===== src/rtl/edre_pkg.sv =====
// ----------------------------------------------------------------------------
// edre_pkg
// Shared types and codes for the edit distance row engine.
// ----------------------------------------------------------------------------
package edre_pkg;

    // Command codes carried in s_tuser
    localparam logic [1:0] CMD_FIRST   = 2'd0;
    localparam logic [1:0] CMD_SECOND  = 2'd1;
    localparam logic [1:0] CMD_RESTART = 2'd2;

    // Status codes carried in m_tuser
    localparam logic [1:0] ST_OK          = 2'd0;
    localparam logic [1:0] ST_FIRST_FULL  = 2'd1;
    localparam logic [1:0] ST_SECOND_FULL = 2'd2;
    localparam logic [1:0] ST_FIRST_LATE  = 2'd3;

    // Width of the distance field on the output bus
    localparam int DIST_W = 7;

    typedef enum logic {
        FSM_IDLE,
        FSM_RUN
    } fsm_state_t;

    // Per-cell control strobes
    typedef struct packed {
        logic clear;    // reload cost with the cell index, drop the char
        logic load;     // store a first-word char in this cell
    } cell_ctl_t;

endpackage


===== src/rtl/edre_cell.sv =====
// ----------------------------------------------------------------------------
// edre_cell
// One column of the distance row: holds one first-word char and its cost,
// updates the cost as a row wave passes and hands the wave to its neighbor.
// ----------------------------------------------------------------------------
module edre_cell #(
    parameter int IDX = 1,
    parameter int CW  = 7
) (
    input  logic              clk,
    input  logic              rst_n,
    input  edre_pkg::cell_ctl_t ctl,
    input  logic [7:0]        load_sym,
    input  logic              wave_in_valid,
    input  logic [7:0]        wave_in_sym,
    input  logic [CW-1:0]     wave_in_left,
    input  logic [CW-1:0]     wave_in_diag,
    output logic              wave_out_valid,
    output logic [7:0]        wave_out_sym,
    output logic [CW-1:0]     wave_out_left,
    output logic [CW-1:0]     wave_out_diag
);
    import edre_pkg::*;

    logic [CW-1:0] cost_reg;
    logic [CW-1:0] cost_next;
    logic          used_reg;
    logic [7:0]    char_reg;
    logic          wvalid_reg;
    logic [7:0]    wsym_reg;
    logic [CW-1:0] wleft_reg;
    logic [CW-1:0] wdiag_reg;

    logic [CW:0] up_inc;
    logic [CW:0] left_inc;
    logic [CW:0] diag_mis;
    logic [CW:0] min_ul;
    logic [CW:0] min_all;

    always_comb
    begin
        up_inc   = {1'b0, cost_reg} + 1'b1;
        left_inc = {1'b0, wave_in_left} + 1'b1;
        diag_mis = {1'b0, wave_in_diag} + {{CW{1'b0}}, (char_reg != wave_in_sym)};
        min_ul   = (up_inc < left_inc) ? up_inc : left_inc;
        min_all  = (diag_mis < min_ul) ? diag_mis : min_ul;
        // the row never holds a value above the capacity, so the top bit drops
        cost_next = min_all[CW-1:0];
    end

    always_ff @(posedge clk or negedge rst_n)
    begin
        if (!rst_n)
        begin
            cost_reg   <= CW'(IDX);
            used_reg   <= 1'b0;
            wvalid_reg <= 1'b0;
        end
        else
        begin
            wvalid_reg <= wave_in_valid;
            if (ctl.clear)
            begin
                cost_reg <= CW'(IDX);
                used_reg <= 1'b0;
            end
            else if (ctl.load)
            begin
                used_reg <= 1'b1;
            end
            else if (wave_in_valid && used_reg)
            begin
                cost_reg <= cost_next;
            end
        end
    end

    always_ff @(posedge clk)
    begin
        if (ctl.load)
        begin
            char_reg <= load_sym;
        end
        wsym_reg <= wave_in_sym;
        // an unused cell passes the left value through untouched
        wleft_reg <= used_reg ? cost_next : wave_in_left;
        wdiag_reg <= cost_reg;
    end

    assign wave_out_valid = wvalid_reg;
    assign wave_out_sym   = wsym_reg;
    assign wave_out_left  = wleft_reg;
    assign wave_out_diag  = wdiag_reg;

endmodule


===== config.mk =====
export PLATFORM = sky130hd
export DESIGN_NAME = edre_cell
export DESIGN_NICKNAME = d
export VERILOG_FILES = /design/src/rtl/edre_pkg.sv /design/src/rtl/edre_cell.sv
export SDC_FILE = /design/constraint.sdc
export NUM_CORES = 1
export LEC_CHECK = 0
export BUFFER_PORTS_ARGS = -buffer_cell sky130_fd_sc_hd__clkbuf_2
export CAP_MARGIN = 20
export CORE_ASPECT_RATIO = 0.7
export CORE_MARGIN = 3
export CORE_UTILIZATION = 45
export DETAILED_ROUTE_END_ITERATION = 6
export PLACE_DENSITY = 0.73
export SETUP_SLACK_MARGIN = 0.15
export SYNTH_ARGS = -nofsm -noshare
export SYNTH_HDL_FRONTEND = slang
export SYNTH_SLANG_ARGS = --single-unit

===== constraint.sdc =====
create_clock -name clk -period 4.08 [get_ports clk]
set_input_delay 0.612 -clock clk [delete_from_list [all_inputs] [get_ports clk]]
set_output_delay 0.612 -clock clk [all_outputs]
set_load 0.005 [all_outputs]

==> impl_metrics.ini <==
[detailed_routing]
dr.first_iter.drc_count = 88
remaining_antenna_violation_count_after_routing = 0
drt-vias-per-instance = 5.198
firstDrtPassIters = 4
post_drt_wl_per_cell_um = 15.13
routed-via-count = 1913
finalWirelength_um = 5567
route.detailed.drc = 0

[synth]
synth_cell_types = 48
synth_async_sr_flop_share_pct = 23.08
yosys_register_bits = 39
synth.cell_area_um2 = 2127
yosysWarningCount = 0
yosys_most_used_dff = sky130_fd_sc_hd__dfxtp_1
syn_avg_cell_area_um2 = 10.38
synth_cells = 205
synth.yosys.seq_area_share_pct = 42.65
post_synth_edffs = 8
syn_nets = 256

[clock_tree]
cts_inserted_buffers = 5
ctsRootBufferMaster = sky130_fd_sc_hd__clkbuf_8
tritoncts = done
clock_latency_ns = 0.29
clkSlewWorstSetupHoldPaths_ns = 0.08
number_of_clock_sinks = 39
clock_tree.htree_level_count = 2
clockBufferDepth = 2

[power]
powerDensity_nw_per_um2 = 290.9
power_report.internal_total_uw = 656.2
combinationalPowerShare_pct = 24.7
netSwitchingPower_uw = 258.2
peakVddDrop_mv = 0.1594
switching_share_pct = 28.24
pwr-share-seq_pct = 47.1
power.share.clock_pct = 28.2
power.leakage_nw = 1.415

[floorplan]
core_region_area_um2 = 4454
die_width_um = 88.18
design.die.area_um2 = 5601
die_h_um = 63.52
top_level_ports = 58
start_util_pct = 47.75
rows = 20

[critical_path]
worstSetupPathType = reg2reg
worstSetupEndpointType = register
launch_point_of_the_worst_reg_to_reg_path = cost_reg[0]
crit_arrival_ns = 4.32
worst_setup_path_start_kind = register
crit_path_max_fanout = 7
critical-path-max-stage-delay_ns = 0.57
worstRegToRegCells = 17
slowest_stage_cell_cp = sky130_fd_sc_hd__dfstp_2
cpLargestDelayFamily = compound AO/OA/AOI/OAI gates
crit_buf_inv = 0
worst-r2r-setup-slack_ns = -0.06
crit_path_cell_trace = ha_4, nand3_4, xnor2_4, ha_4, a21oi_1, o21ai_1, maj3_2, a31o_4, a21o_1, ha_1, nand4_1, nor2_2, o21ai_1, a311o_1, o211a_4, mux2i_4, mux2_4
worst_ep_required_time_ns = 4.26
worst_r2r_endpoint = wave_out_left[2]

[sta]
hold_viol_final = 0
slew_viol_final = 0
fin_skew_ns = 0.005175
rsz_0062_raised_after_global_routing = true
fmax_ghz = 0.2414
finalSetupViolCount = 7
setup_slack_ns = -0.06253
period_minus_slack_ns = 4.143
timing_worst_slew_pin_value_ns = 0.5631
timing.hold.ws_ns = 0.1655
slew_headroom_pct = 62.46
fin_crit_sh_pct = 101.5

[final_layout]
layout_commonest_cell = sky130_fd_sc_hd__clkbuf_2
nNetsFinal = 363
area_growth_pct = 47.76
post_layout_instance_count_excluding_filler_cells = 368
drive_gt1_share_pct = 48.56
most-common-layout-cells = sky130_fd_sc_hd__clkbuf_2 (57), sky130_fd_sc_hd__buf_4 (43), sky130_fd_sc_hd__dfxtp_1 (22)
antenna_cells_inserted = 0

[global_routing]
first_global_vias = 1868
grt_usage_pct = 20.29
grt_start_max_net_pins = 16
grt_pass1_wl_um = 8645
initial_antenna_violation_count = 0
global_route.overflow_total = 0

[run_status]
result_of_the_run = finished, violations left
failed_checks = setup timing

[place]
gpl.final_weighted_congestion = 0.8862
total_instance_count_after_detailed_placement = 346
detailedPlacementHpwl_um = 4182
io_buffers = 57

[min_path]
worstHoldPathType = in2async

[job]
timing.max_cap.violations = 0
==> per-layer routing <==
| metal | up-vias | GRT usage, % | part of all wire, % |
|---|---|---|---|
| li1 | 952 | - | - |
| met1 | 903 | 27.48 | 47 |
| met2 | 47 | 31.25 | 46 |
| met3 | 11 | 4.706 | 4.7 |
| met4 | 0 | 7.736 | 1.9 |
| met5 | - | 0 | 0 |
==> power by group through the flow <==
stage	Combinational, mW	Clock, mW	Sequential (mW)
floorplan	0.0940	0	0.438
global placement	0.179	0	0.438
detailed placement	0.181	0	0.438
CTS	0.202	0.259	0.431
global route	0.245	0.279	0.434
finish	0.225	0.258	0.431
==> layout make-up <==
type	count	area (um^2)
Timing Repair Buffer	103	650.6
Clock buffer	6	72.57
Tap cell	55	68.82
Sequential cell	39	907.1
Clock inverter	2	11.26
Multi-Input combinational cell	153	1395
Inverter	10	37.54
Fill cell	334	1311
==> timing repair <==
action                                  4_1_cts  5_1_grt
hold buffers                                  0        0
buffers inserted                              7        7
gates resized for setup                      19       16
endpoints found under the setup margin       14       14
hold endpoints to repair                      0        0
pin swaps                                    19       18
==> worst max path at each step <==
stage	start	end	slack (ns)	cells after the start
global placement	wave_in_left[0]	wave_out_left[4]	-0.32	18
CTS	cost_reg[0]	wave_out_left[4]	0.03	17
finish	cost_reg[0]	wave_out_left[2]	-0.06	17
detailed placement	wave_in_left[0]	wave_out_left[4]	-0.37	18
floorplan	wave_in_left[0]	cost_reg[3]	0.15	18
global route	cost_reg[0]	wave_out_left[2]	-0.23	17
==> cell families after synthesis <==
group / share of synthesized area (%)
buffers and inverters: 2.647
adders and majority gates: 9.941
AOI/OAI and AO/OA: 15.06
and+or+nand+nor: 13.88
xor gates and xnor gates: 10.24
muxes: 5.588
DFF: 42.65
==> stage by stage <==
step	setup WS [ns]	power [mW]	utilization [%]	setup TNS, ns	area [um^2]
6_report	-0.06253	0.9144	70.56	-0.2320	3143
5_1_grt	-0.2315	0.9584	70.56	-2.312	3143
4_1_cts	0.03276	0.8914	66.49	0	2962
3_5_place_dp	-0.3725	0.6191	61.49	-3.521	2739
3_3_place_gp	-0.3239	0.6164	61.49	-2.787	2739
2_1_floorplan	0.1528	0.5319	-	0	2151
==> Yosys cell counts (all sizes together) (2+ instances only) <==
cell / instances / area [um^2]
inv: 10 / 37.54
xnor2: 6 / 52.55
dfxtp: 22 / 440.4
nor2: 17 / 78.82
nor3: 3 / 20.02
xor2: 18 / 165.2
ha: 16 / 200.2
and3: 2 / 12.51
edfxtp: 8 / 240.2
mux2: 4 / 48.79
mux2i: 7 / 70.07
a21o: 6 / 45.04
dfrtp: 8 / 200.2
nand2: 11 / 43.80
nor2b: 3 / 18.77
a22o: 3 / 26.28
nor4: 2 / 12.51
o21a: 3 / 22.52
clkbuf: 2 / 7.510
a21oi: 11 / 58.81
a311oi: 3 / 26.28
o21ai: 11 / 58.80
a31o: 2 / 17.52
nand3: 13 / 82.58
Note: power is estimated with default switching activity, not from simulation.
